===== config.mk =====
export PLATFORM = sky130hd
export DESIGN_NAME = strip_row_packer
export DESIGN_NICKNAME = d
export VERILOG_FILES = /design/src/design/srp_pkg.sv /design/src/design/srp_ctrl.sv /design/src/design/srp_datapath.sv /design/src/design/strip_row_packer.sv
export SDC_FILE = /design/constraint.sdc
export NUM_CORES = 1
export LEC_CHECK = 0
export BUFFER_PORTS_ARGS = -buffer_cell sky130_fd_sc_hd__clkbuf_2
export CAP_MARGIN = 20
export CORE_MARGIN = 3
export CORE_UTILIZATION = 47
export CTS_BUF_LIST = sky130_fd_sc_hd__clkbuf_16
export CTS_CLUSTER_DIAMETER = 80
export DETAILED_ROUTE_END_ITERATION = 6
export GPL_TIMING_DRIVEN = 0
export MAX_ROUTING_LAYER = met4
export PLACE_DENSITY = 0.65
export SYNTH_ARGS = -nofsm -noshare
export SYNTH_HDL_FRONTEND = slang
export SYNTH_SLANG_ARGS = --single-unit

===== constraint.sdc =====
create_clock -name clk_i -period 13.2 [get_ports clk_i]
set_clock_uncertainty 0.2 [all_clocks]
set_input_delay 0.66 -clock clk_i [delete_from_list [all_inputs] [get_ports clk_i]]
set_output_delay 0.66 -clock clk_i [all_outputs]
set_load 0.1 [all_outputs]

===== src/design/srp_pkg.sv =====
// ----------------------------------------------------------------------------
// srp_pkg
// Shared constants, result codes and controller/datapath interface types
// for the strip row packer.
// ----------------------------------------------------------------------------
package srp_pkg;

  // Atlas geometry
  localparam int ROW_WIDTH   = 2048;
  localparam int BORDER      = 4;
  localparam int ROW_COUNT   = 32;
  localparam int MAX_RESULTS = 8;
  localparam int STEP_BUDGET = 16;

  // Internal widths
  localparam int SPACE_W  = 12;  // space left and fill column, up to ROW_WIDTH
  localparam int ROW_W    = 6;   // current row, saturates at ROW_COUNT
  localparam int WIDTH_W  = 13;  // strip and piece width
  localparam int SRC_W    = 12;  // source coordinates
  localparam int TAG_W    = 8;
  localparam int STATUS_W = 2;
  localparam int ROWIDX_W = 5;
  localparam int COL_W    = 11;
  localparam int CNT_W    = 4;   // results emitted per strip, 0..MAX_RESULTS
  localparam int BUDGET_W = 5;   // row steps left per strip, 0..STEP_BUDGET

  // Result status codes
  localparam logic [STATUS_W-1:0] ST_PLACED     = 2'd0;
  localparam logic [STATUS_W-1:0] ST_ROWS_OUT   = 2'd1;
  localparam logic [STATUS_W-1:0] ST_ALPHA_LATE = 2'd2;

  // Commands from controller to datapath
  typedef struct packed {
    logic load;   // capture input strip
    logic check;  // phase check: refuse or switch to solid phase
    logic split;  // one split step (piece in current row, advance row)
    logic fin;    // final placement of the remainder
  } srp_cmd_t;

  // Status from datapath to controller
  typedef struct packed {
    logic refuse;    // alpha strip after solid phase
    logic split_go;  // strip does not fit and step/result budget remains
    logic out_free;  // output register can take a result this cycle
  } srp_stat_t;

endpackage


===== src/design/srp_ctrl.sv =====
// ----------------------------------------------------------------------------
// srp_ctrl
// Sequencer for the strip row packer: accepts a strip, runs the phase check,
// then one split step or the final placement per cycle while output is free.
// ----------------------------------------------------------------------------
module srp_ctrl (
  input  logic              clk_i,
  input  logic              rst_ni,
  input  logic              in_valid_i,
  output logic              in_stall_o,
  input  srp_pkg::srp_stat_t stat_i,
  output srp_pkg::srp_cmd_t  cmd_o
);

  typedef enum logic [2:0] {
    S_IDLE  = 3'b001,
    S_CHECK = 3'b010,
    S_STEP  = 3'b100
  } state_e;

  state_e state_q, state_d;

  // Next state and command decode
  always_comb begin
    state_d    = state_q;
    cmd_o      = '0;
    in_stall_o = 1'b1;
    case (state_q)
      S_IDLE: begin
        in_stall_o = 1'b0;
        if (in_valid_i) begin
          cmd_o.load = 1'b1;
          state_d    = S_CHECK;
        end
      end
      S_CHECK: begin
        // a refused strip emits one beat, so it waits for the output register
        if (!stat_i.refuse || stat_i.out_free) begin
          cmd_o.check = 1'b1;
          state_d     = stat_i.refuse ? S_IDLE : S_STEP;
        end
      end
      S_STEP: begin
        if (stat_i.out_free) begin
          if (stat_i.split_go) begin
            cmd_o.split = 1'b1;
          end else begin
            cmd_o.fin = 1'b1;
            state_d   = S_IDLE;
          end
        end
      end
      default: begin
        state_d = S_IDLE;
      end
    endcase
  end

  // State register
  always_ff @(posedge clk_i or negedge rst_ni) begin
    if (!rst_ni) begin
      state_q <= S_IDLE;
    end else begin
      state_q <= state_d;
    end
  end

  // At most one datapath command per cycle
  a_cmd_onehot: assert property (@(posedge clk_i) disable iff (!rst_ni)
    $onehot0({cmd_o.load, cmd_o.check, cmd_o.split, cmd_o.fin}))
    else $error("srp_ctrl: more than one command issued");

endmodule


===== src/design/srp_datapath.sv =====
// ----------------------------------------------------------------------------
// srp_datapath
// Packing state, strip registers, split/place arithmetic and the output
// result register of the strip row packer.
// ----------------------------------------------------------------------------
module srp_datapath (
  input  logic                                clk_i,
  input  logic                                rst_ni,
  input  srp_pkg::srp_cmd_t                   cmd_i,
  output srp_pkg::srp_stat_t                  stat_o,
  // input strip
  input  logic                                kind_i,
  input  logic [srp_pkg::WIDTH_W-1:0]         strip_width_i,
  input  logic [srp_pkg::SRC_W-1:0]           src_x_i,
  input  logic [srp_pkg::SRC_W-1:0]           src_y_i,
  input  logic [srp_pkg::TAG_W-1:0]           image_tag_i,
  // result
  output logic                                out_valid_o,
  input  logic                                out_stall_i,
  output logic [srp_pkg::STATUS_W-1:0]        status_o,
  output logic [srp_pkg::ROWIDX_W-1:0]        row_index_o,
  output logic [srp_pkg::COL_W-1:0]           column_o,
  output logic [srp_pkg::SRC_W-1:0]           piece_src_x_o,
  output logic [srp_pkg::SRC_W-1:0]           piece_src_y_o,
  output logic [srp_pkg::WIDTH_W-1:0]         piece_width_o,
  output logic [srp_pkg::TAG_W-1:0]           piece_tag_o,
  output logic                                last_o
);

  localparam logic [srp_pkg::SPACE_W-1:0] TWO_BORDERS = srp_pkg::SPACE_W'(2 * srp_pkg::BORDER);
  localparam logic [srp_pkg::SPACE_W-1:0] CAP_ALPHA   = srp_pkg::SPACE_W'(srp_pkg::ROW_WIDTH / 2);
  localparam logic [srp_pkg::SPACE_W-1:0] CAP_SOLID   = srp_pkg::SPACE_W'(srp_pkg::ROW_WIDTH);
  localparam logic [srp_pkg::ROW_W-1:0]   ROW_LIMIT   = srp_pkg::ROW_W'(srp_pkg::ROW_COUNT);

  // Packing state
  logic [srp_pkg::ROW_W-1:0]   row_q, row_d;
  logic [srp_pkg::SPACE_W-1:0] space_q, space_d;
  logic [srp_pkg::SPACE_W-1:0] fill_q, fill_d;
  logic                        solid_q, solid_d;
  // Strip in progress
  logic                        kind_q, kind_d;
  logic [srp_pkg::WIDTH_W-1:0] w_q, w_d;
  logic [srp_pkg::SRC_W-1:0]   x_q, x_d;
  logic [srp_pkg::SRC_W-1:0]   y_q, y_d;
  logic [srp_pkg::TAG_W-1:0]   tag_q, tag_d;
  logic [srp_pkg::CNT_W-1:0]   n_q, n_d;
  logic [srp_pkg::BUDGET_W-1:0] budget_q, budget_d;
  // Output register
  logic                         out_valid_q;
  logic [srp_pkg::STATUS_W-1:0] status_q;
  logic [srp_pkg::ROWIDX_W-1:0] row_index_q;
  logic [srp_pkg::COL_W-1:0]    column_q;
  logic [srp_pkg::SRC_W-1:0]    psx_q;
  logic [srp_pkg::SRC_W-1:0]    psy_q;
  logic [srp_pkg::WIDTH_W-1:0]  pw_q;
  logic [srp_pkg::TAG_W-1:0]    ptag_q;
  logic                         last_q;

  // Result being produced this cycle
  logic                         emit;
  logic [srp_pkg::STATUS_W-1:0] res_status;
  logic [srp_pkg::SRC_W-1:0]    res_x;
  logic [srp_pkg::WIDTH_W-1:0]  res_w;
  logic                         res_last;

  // Arithmetic
  logic [srp_pkg::SPACE_W-1:0]   cap;
  logic [srp_pkg::WIDTH_W:0]     need;       // width plus two borders
  logic                          no_fit;
  logic                          piece_pos;
  logic [srp_pkg::SPACE_W-1:0]   piece;
  logic [srp_pkg::WIDTH_W-1:0]   w_rest;
  logic                          rest_fits;
  logic [srp_pkg::SPACE_W-1:0]   space_after;
  logic [srp_pkg::ROW_W-1:0]     row_next;
  logic [srp_pkg::STATUS_W-1:0]  place_status;
  logic                          out_free;

  assign cap          = solid_q ? CAP_SOLID : CAP_ALPHA;
  assign need         = {1'b0, w_q} + (srp_pkg::WIDTH_W+1)'(TWO_BORDERS);
  assign no_fit       = need > {2'b00, space_q};
  assign piece_pos    = space_q > TWO_BORDERS;
  assign piece        = space_q - TWO_BORDERS;
  assign w_rest       = w_q - {1'b0, piece};
  // after a split the new row is empty, so the remainder fits iff it fits cap
  assign rest_fits    = ({1'b0, w_rest} + (srp_pkg::WIDTH_W+1)'(TWO_BORDERS))
                        <= {2'b00, cap};
  assign space_after  = space_q - need[srp_pkg::SPACE_W-1:0];
  assign row_next     = (row_q < ROW_LIMIT) ? row_q + 1'b1 : row_q;
  assign place_status = (row_q >= ROW_LIMIT) ? srp_pkg::ST_ROWS_OUT : srp_pkg::ST_PLACED;
  assign out_free     = !out_valid_q || !out_stall_i;

  // Status to controller
  assign stat_o.refuse   = !kind_q && solid_q;
  assign stat_o.split_go = no_fit && (budget_q != '0)
                           && (n_q < srp_pkg::CNT_W'(srp_pkg::MAX_RESULTS));
  assign stat_o.out_free = out_free;

  // Next-state logic for all commands
  always_comb begin
    row_d      = row_q;
    space_d    = space_q;
    fill_d     = fill_q;
    solid_d    = solid_q;
    kind_d     = kind_q;
    w_d        = w_q;
    x_d        = x_q;
    y_d        = y_q;
    tag_d      = tag_q;
    n_d        = n_q;
    budget_d   = budget_q;
    emit       = 1'b0;
    res_status = place_status;
    res_x      = x_q;
    res_w      = w_q;
    res_last   = 1'b1;

    if (cmd_i.load) begin
      kind_d   = kind_i;
      w_d      = strip_width_i;
      x_d      = src_x_i;
      y_d      = src_y_i;
      tag_d    = image_tag_i;
      n_d      = '0;
      budget_d = srp_pkg::BUDGET_W'(srp_pkg::STEP_BUDGET);
    end

    if (cmd_i.check) begin
      if (!kind_q && solid_q) begin
        // alpha strip too late: report current position, state untouched
        emit       = 1'b1;
        res_status = srp_pkg::ST_ALPHA_LATE;
        res_w      = '0;
      end else if (kind_q && !solid_q) begin
        solid_d = 1'b1;
        space_d = {space_q[srp_pkg::SPACE_W-2:0], 1'b0};
      end
    end

    if (cmd_i.split) begin
      budget_d = budget_q - 1'b1;
      if (piece_pos) begin
        emit     = 1'b1;
        res_w    = {1'b0, piece};
        // last if result limit reached, or steps run out and rest cannot go in
        res_last = (n_q == srp_pkg::CNT_W'(srp_pkg::MAX_RESULTS - 1))
                   || ((budget_q == srp_pkg::BUDGET_W'(1)) && !rest_fits);
        n_d      = n_q + 1'b1;
        x_d      = x_q + piece;
        w_d      = w_rest;
      end
      row_d   = row_next;
      space_d = cap;
      fill_d  = '0;
    end

    if (cmd_i.fin) begin
      if ((w_q != '0) && !no_fit && (n_q < srp_pkg::CNT_W'(srp_pkg::MAX_RESULTS))) begin
        emit    = 1'b1;
        n_d     = n_q + 1'b1;
        space_d = space_after;
        fill_d  = fill_q + need[srp_pkg::SPACE_W-1:0];
        if (space_after == '0) begin
          row_d   = row_next;
          space_d = cap;
          fill_d  = '0;
        end
      end
    end
  end

  // Packing and strip state
  always_ff @(posedge clk_i or negedge rst_ni) begin
    if (!rst_ni) begin
      row_q    <= '0;
      space_q  <= CAP_ALPHA;
      fill_q   <= '0;
      solid_q  <= 1'b0;
      kind_q   <= 1'b0;
      n_q      <= '0;
      budget_q <= '0;
    end else begin
      row_q    <= row_d;
      space_q  <= space_d;
      fill_q   <= fill_d;
      solid_q  <= solid_d;
      kind_q   <= kind_d;
      n_q      <= n_d;
      budget_q <= budget_d;
    end
  end

  always_ff @(posedge clk_i) begin
    w_q   <= w_d;
    x_q   <= x_d;
    y_q   <= y_d;
    tag_q <= tag_d;
  end

  // Output register valid
  always_ff @(posedge clk_i or negedge rst_ni) begin
    if (!rst_ni) begin
      out_valid_q <= 1'b0;
    end else if (emit) begin
      out_valid_q <= 1'b1;
    end else if (!out_stall_i) begin
      out_valid_q <= 1'b0;
    end
  end

  // Output register payload
  always_ff @(posedge clk_i) begin
    if (emit) begin
      status_q    <= res_status;
      row_index_q <= row_q[srp_pkg::ROWIDX_W-1:0];
      column_q    <= fill_q[srp_pkg::COL_W-1:0];
      psx_q       <= res_x;
      psy_q       <= y_q;
      pw_q        <= res_w;
      ptag_q      <= tag_q;
      last_q      <= res_last;
    end
  end

  assign out_valid_o   = out_valid_q;
  assign status_o      = status_q;
  assign row_index_o   = row_index_q;
  assign column_o      = column_q;
  assign piece_src_x_o = psx_q;
  assign piece_src_y_o = psy_q;
  assign piece_width_o = pw_q;
  assign piece_tag_o   = ptag_q;
  assign last_o        = last_q;

  // A result is only produced into a free output register
  a_emit_free: assert property (@(posedge clk_i) disable iff (!rst_ni)
    emit |-> out_free)
    else $error("srp_datapath: result overwrote a pending beat");

  // Row counter saturates at the row count
  a_row_sat: assert property (@(posedge clk_i) disable iff (!rst_ni)
    row_q <= ROW_LIMIT)
    else $error("srp_datapath: row counter past saturation");

  // Alpha phase never holds more than half a row
  a_alpha_space: assert property (@(posedge clk_i) disable iff (!rst_ni)
    !solid_q |-> space_q <= CAP_ALPHA)
    else $error("srp_datapath: alpha phase space out of range");

  // Result count and step budget stay inside their limits
  a_counts: assert property (@(posedge clk_i) disable iff (!rst_ni)
    (n_q <= srp_pkg::CNT_W'(srp_pkg::MAX_RESULTS))
    && (budget_q <= srp_pkg::BUDGET_W'(srp_pkg::STEP_BUDGET)))
    else $error("srp_datapath: result count or step budget overflow");

endmodule


===== src/design/strip_row_packer.sv =====
// ----------------------------------------------------------------------------
// strip_row_packer
// Packs alpha then solid image strips into fixed-width atlas rows, splitting
// strips across rows and emitting one placed piece per beat.
//
//   channel | direction | handshake              | payload
//   --------+-----------+------------------------+---------------------------
//   strip   | in        | in_valid_i / in_stall_o | kind, width, src x/y, tag
//   piece   | out       | out_valid_o / out_stall_i | status, row, column, src
//           |           |                        | x/y, width, tag, last
//
// Sequence: a strip is accepted, then phase-checked (a refused strip ends
// there), then runs the row steps of the split loop and the final placement,
// one piece per cycle at most.
// Reset: asynchronous, active low; row 0, half a row free, alpha phase.
// Stalls: the output register holds one beat; a stalled output holds up every
// sequencer step that could emit a beat until the pending beat is taken.
// A new strip is taken once the previous one has produced all its beats.
// ----------------------------------------------------------------------------
module strip_row_packer (
  input  logic                         clk_i,
  input  logic                         rst_ni,
  // strip in
  input  logic                         in_valid_i,
  output logic                         in_stall_o,
  input  logic                         kind_i,
  input  logic [srp_pkg::WIDTH_W-1:0]  strip_width_i,
  input  logic [srp_pkg::SRC_W-1:0]    src_x_i,
  input  logic [srp_pkg::SRC_W-1:0]    src_y_i,
  input  logic [srp_pkg::TAG_W-1:0]    image_tag_i,
  // piece out
  output logic                         out_valid_o,
  input  logic                         out_stall_i,
  output logic [srp_pkg::STATUS_W-1:0] status_o,
  output logic [srp_pkg::ROWIDX_W-1:0] row_index_o,
  output logic [srp_pkg::COL_W-1:0]    column_o,
  output logic [srp_pkg::SRC_W-1:0]    piece_src_x_o,
  output logic [srp_pkg::SRC_W-1:0]    piece_src_y_o,
  output logic [srp_pkg::WIDTH_W-1:0]  piece_width_o,
  output logic [srp_pkg::TAG_W-1:0]    piece_tag_o,
  output logic                         last_o
);

  srp_pkg::srp_cmd_t  cmd;
  srp_pkg::srp_stat_t stat;

  // Sequencer
  srp_ctrl u_ctrl (
    .clk_i      (clk_i),
    .rst_ni     (rst_ni),
    .in_valid_i (in_valid_i),
    .in_stall_o (in_stall_o),
    .stat_i     (stat),
    .cmd_o      (cmd)
  );

  // Packing datapath and output register
  srp_datapath u_dp (
    .clk_i         (clk_i),
    .rst_ni        (rst_ni),
    .cmd_i         (cmd),
    .stat_o        (stat),
    .kind_i        (kind_i),
    .strip_width_i (strip_width_i),
    .src_x_i       (src_x_i),
    .src_y_i       (src_y_i),
    .image_tag_i   (image_tag_i),
    .out_valid_o   (out_valid_o),
    .out_stall_i   (out_stall_i),
    .status_o      (status_o),
    .row_index_o   (row_index_o),
    .column_o      (column_o),
    .piece_src_x_o (piece_src_x_o),
    .piece_src_y_o (piece_src_y_o),
    .piece_width_o (piece_width_o),
    .piece_tag_o   (piece_tag_o),
    .last_o        (last_o)
  );

endmodule


# After elaboration in Yosys (flattened, before gate mapping)
# Cells that the tools add are included.
classes:
  n_eq_ne: 10
  n_mux: 60
  magnitude_cmp: 6
  bitwise: 1
  n_addsub: 10
  reduce_logical: 24
ops:
  columns: ["cell", "n"]
  rows:
  - ["$mux 12", 15]
  - ["$mux 13", 7]
  - ["$mux 6", 5]
  - ["$add 13x4->14 const B", 2]
  - ["$add 12x12->12", 2]
  - ["$mux 4", 5]
  - ["$mux 1", 16]
  - ["$mux 3", 5]
  - ["$gt 14x12->1", 1]
  - ["$le 14x12->1", 1]
  - ["$reduce_bool 13->1", 1]
  - ["$sub 13x12->13", 1]
  - ["$gt 12x4->1 const B", 1]
  - ["$logic_not 12->1", 1]
  - ["$sub 12x12->12", 1]
  - ["$sub 12x4->12 const B", 1]
  - ["$mux 5", 2]
  - ["$pmux 3 s3", 1]
  - ["$mux 2", 4]
  - ["$logic_and 1x1->1", 7]
  - ["$logic_not 1->1", 7]
  - ["$add 6x1->6 const B", 1]
  - ["$ge 6x6->1 const B", 1]
  - ["$lt 6x6->1 const B", 1]
  - ["other kinds (17)", 22]
totals:
  word_cells: 132
  ff_bits: 154
  inputBits: 50
  out_inout_bits: 66

# Longest topological paths before layout
depth:
  ltp_word: 12
  depth_mapped: 17
  ltp_nobuf: 17

# Modules after synthesis
# From an unflattened synthesis, not the netlist that was laid out.
unflattened:
  hier_cells: 859
  hier_area_um2: 8832.2
modules_own_cells:
  columns: ["module", "area_per_inst_um2", "cells_per_inst", "instances"]
  rows:
  - ["srp_datapath", 8623.3, 836, 1]
  - ["srp_ctrl", 209.0, 23, 1]

# Least setup slack after synthesis
# No wires, ideal clock.
synth_path:
  path_type: "reg2reg"
  startpoint: "reg u_dp.w_q[6] (netlist bit)"
  endpoint: "reg u_dp.column_q, in the netlist u_dp.column_o[0] (enable)"
  arrival_ns: 4.514
  stages_incl_launch_ff: 15
  setup_ns: 0.852
  path_buffers: 3
  slack_ns: 7.633
  required_ns: 12.148
  synth_period_minus_slack_ns: 5.567
  path_cell_list: "dfxtp_1 -> buf_1 -> nand4_1 -> or2_2 -> xnor2_1 -> ha_1 -> nand3_1 -> nor3_1 -> a21oi_1 -> o21ai_0 -> a211oi_1 -> nand2_1 -> clkbuf_1 -> clkbuf_1 -> nand3_1"
synth_via:
  elab_chain_cells: 10
synth_lines:
  columns: ["item", "line_no", "rtl"]
  rows:
  - ["from (decl)", "srp_datapath.sv:42", "logic [srp_pkg::WIDTH_W-1:0] w_q, w_d;"]
  - ["from (signal assigned)", "srp_datapath.sv:194", "w_q <= w_d;"]
  - ["$add 13x4->14", "srp_datapath.sv:80", "assign need = {1'b0, w_q} + (srp_pkg::WIDTH_W+1)'(TWO_BORDERS);"]
  - ["$gt 14x12->1", "srp_datapath.sv:81", "assign no_fit = need > {2'b00, space_q};"]
  - ["$logic_and 1x1->1", "srp_datapath.sv:95", "assign stat_o.split_go = no_fit && (budget_q != '0)"]
  - ["$logic_and 1x1->1", "srp_datapath.sv:96", "&& (n_q < srp_pkg::CNT_W'(srp_pkg::MAX_RESULTS));"]
  - ["$mux 1", "srp_ctrl.sv:45", "if (stat_i.split_go) begin"]
  - ["$mux 2", "srp_ctrl.sv:44", "if (stat_i.out_free) begin"]
  - ["$mux 2", "srp_ctrl.sv:28", "case (state_q)"]
  - ["$mux 1", "srp_datapath.sv:140", "if (cmd_i.split) begin"]
  - ["$mux 1", "srp_datapath.sv:158", "if ((w_q != '0) && !no_fit && (n_q < srp_pkg::CNT_W'(srp_pkg::MAX_RESULTS))) begin"]
  - ["$mux 1 (*)", "srp_datapath.sv:157", "if (cmd_i.fin) begin"]
  - ["net u_dp.emit", "srp_datapath.sv:60", "logic emit;"]
  - ["to (signal assigned)", "srp_datapath.sv:216", "column_q <= fill_q[srp_pkg::COL_W-1:0];"]
  - ["to (decl)", "srp_datapath.sv:52", "logic [srp_pkg::COL_W-1:0] column_q;"]
# Mark *: on every way through the listed nets, which the timed path passes. The rest lies on a longest branch.
# A chain may end at the register's enable or synchronous reset.

# Worst setup path in the final report
layout_path:
  startpoint: "reg u_dp.w_q[6] (netlist bit)"
  endpoint: "reg u_dp.column_q, in the netlist u_dp.column_o[1] (enable)"
# The elaborated chain is that of the path after synthesis.

==> impl_metrics.csv <==
group,metric,value,unit
yosys,syn_inst,871,
global_route,grt_pass1_vias,6917,
global_route,grt_max_degree,55,
global_route,antenna_found_initial,0,
yosys,syn_area,8680,um2
global_route,overflow,0,
floorplan,initial_core_util,48.2,%
layout,fin_area,10200,um2
yosys,synth_compound_area_share,16.6,%
place,dp_hpwl,16600,um
yosys,synth_area_leaders,"edfxtp_1 (29%), dfrtp_1 (12%), ha_1 (7.5%)",
layout,fillers,1560,
sta,drv_slew,0,
sta,finalHoldViolCount,0,
sta,finalWorstSetupSlack,7.61,ns
drt,wl,22000,um
drt,firstDrtPassIters,5,
job,max_cap_viol_count,0,
floorplan,dieArea,20100,um2
yosys,synth_mux_area_share,1.96,%
layout,nets,1114,
cts,cts_tree,"built",
yosys,ys_ff_latch,153,
run_status,status,"completed",
yosys,synth_top_area_share,29.1,%
cts,postCtsSetupRepairBufs,0,
drt,vias,6963,
place,port_buffers,115,
drt,drcViolationCount,0,
place,gp_congestion,0.934,
sta,period_share,42.4,%
cts,cts_root_buf,"clkbuf_16",
global_route,grt_util_all_layers,23.1,%
worst_setup_path,crit_arrival,5.54,ns
yosys,synth_fa_ha_area_share,8.53,%
worst_setup_path,worstSetupEndpointType,"flip-flop",
drt,detail_route.iter0.violations,510,
floorplan,die_x,142,um
sta,fin_crit,5.59,ns
yosys,synth-edff-count,84,
layout,fin_util,56.7,%
layout,area_growth,17.7,%
floorplan,io_pins,116,
worst_setup_path,r2r_cells,14,
floorplan,coreArea,18000,um2
yosys,ys_types,79,
yosys,synth_top_family_by_area,"compound AO/OA/AOI/OAI gates",
cts,clkSlewWorstSetupHoldPaths,0.07,ns
sta,setup_violations,0,
sta,tns,0,ns
drt,vias_per_cell,5.57,
layout,drive_gt1_share,17.4,%
cts,numCtsBuffers,17,
yosys,synthFlopType,"edfxtp_1",
yosys,synthesis.area_per_instance,9.97,um2
yosys,synthArstFlopShare,28.8,%
hold_path,worstHoldPathType,"input port to flip-flop",
global_route,grt_pass1_wl,35600,um
hold_path,hold_depth,1,
cts,clock_latency,0.43,ns
worst_setup_path,startpoint_type,"flip-flop",
layout,regArea,4130,um2
sta,timing.fmax,179,MHz
place,dpl-instance-area,9610,um2
sta,rsz0062_at_grt,"no",
sta,worstMarginPinSlew,0.749,ns
yosys,ys.warnings.count,0,
yosys,ys_seq_area_share,47.5,%
cts,clk_path_buf_depth,2,
yosys,synth_top_area_cell,"edfxtp_1",
drt,wire_per_inst,17.6,um
cts,cts_htree_levels,4,
floorplan,die_y,142,um
cts,clock_sinks,153,
worst_setup_path,required,13.15,ns
drt,ant_nets,0,
layout,multiInputGateArea,4210,um2
yosys,synth_simple_gate_area_share,15.3,%
worst_setup_path,path_class,"flip-flop to flip-flop",
sta,relSlewSlack,50.1,%
floorplan,fp-row-count,49,
yosys,syn_nets,977,
yosys,synth-xor-area-share,5.84,%
layout,n_antenna_cell,0,
worst_setup_path,worstPathMaxFanout,54,
place,dp_slack,7.70,ns
[path summary, 6_finish.rpt]
check                                                   to             startpoint  slack (ns)
max                             u_dp.column_o[1]$_DFFE_PP_    u_dp.w_q[6]$_DFF_P_        7.61
min                                u_dp.tag_q[5]$_DFFE_PP_         image_tag_i[5]        0.20
max reg2reg                     u_dp.column_o[1]$_DFFE_PP_    u_dp.w_q[6]$_DFF_P_        7.61
min reg2reg                u_dp.piece_src_y_o[0]$_DFFE_PP_  u_dp.y_q[0]$_DFFE_PP_        0.22
max in group asynchronous       u_dp.space_q[10]$_DFF_PN1_                 rst_ni       11.67
min in group asynchronous            u_dp.n_q[3]$_DFF_PN0_                 rst_ni        0.52
[metrics by stage]
step | hold WS, ns | instances
after floorplan | 0.164 | 871
after global routing | 0.182 | 1250
after global placement | 0.200 | 1215
final | 0.195 | 1250
after CTS | 0.181 | 1250
after detailed placement | 0.207 | 1217
[state kept, by name, summed over array words and instances, names as in the netlist, 3 cells and up]
name and cells:
u_dp.fill_q 11, u_dp.row_q 6, u_dp.column_o 11, u_dp.tag_q 8, u_dp.space_q 12, u_dp.w_q 13
u_dp.piece_tag_o 8, u_dp.piece_src_y_o 12, u_dp.piece_width_o 13, u_dp.res_x 12, u_dp.row_index_o 5, u_dp.budget_q 5
u_ctrl.state_q 3, u_dp.piece_src_x_o 12, u_dp.y_q 12, u_dp.n_q 4
[synth_stat cells (all sizes together), types with 7 or more instances]
master   n
nand2   95
edfxtp  84
o21ai   71
nor2    65
inv     58
ha      52
a21oi   51
xnor2   43
dfrtp   42
nand3   35
clkbuf  28
dfxtp   25
a21o    13
a31oi   13
nor3    13
nor2b   12
mux2i   11
nand4   11
xor2    11
o21a     9
nand2b   8
o31ai    8
nor3b    7
[timing repair]
| action | CTS | global route |
|---|---|---|
| hold buffers | 1 | 0 |
| resized for setup | 0 | 0 |
| hold endpoints to repair | 16 | 0 |
[placed cells by master, fill, tap and decap left out, drive strengths merged, types with 9 or more instances in the layout]
cell type,instances
nand3,35
inv,65
ha,52
mux2i,11
dfxtp,25
xnor2,43
o21ai,71
clkbuf,160
a21o,13
nor2,65
a21oi,51
nor2b,12
nor3,13
o21a,9
dfrtp,42
a31oi,13
xor2,11
nand2,95
edfxtp,84
nand4,11
[worst max-delay path, stage by stage (launching register included)]
cell	delay, ns
dfxtp_1	0.40
buf_1	0.46
nand4_1	0.23
or2_2	0.34
xnor2_1	0.38
ha_1	0.39
nand3_1	0.20
a211oi_1	0.08
o21ai_0	0.41
a211oi_1	0.25
nand2_1	0.25
clkbuf_1	0.36
clkbuf_1	0.59
nand3_4	0.39
buf_16	0.31
[cells by family after synthesis]
family | after synthesis
fa+ha+maj | 57
compound gates | 220
xor+xnor | 54
buf+inv | 92
simple gates | 279
flops | 153
mux | 16
[cell type report]
| cell class | instances | share of cell area, % |
|---|---|---|
| Buffer | 34 | 1.42 |
| Clock buffer | 17 | 4.16 |
| Clock inverter | 15 | 1.71 |
| Inverter | 58 | 2.13 |
| Multi-Input combinational cell | 626 | 41.2 |
| Sequential cell | 153 | 40.4 |
| Tap cell | 229 | 2.80 |
| Timing Repair Buffer | 118 | 6.20 |
[routing by layer]
metal / vias up / global-route usage (%) / part of all wire, %
li1: 3420 / - / -
met1: 3306 / 29.1 / 45
met2: 200 / 37.7 / 48
met3: 37 / 4.25 / 5.1
met4: 0 / 7.63 / 2.4
met5: - / - / 0
Power is not shown: default switching activity piles up to over one toggle a cycle in this logic, so the estimate is an artifact.
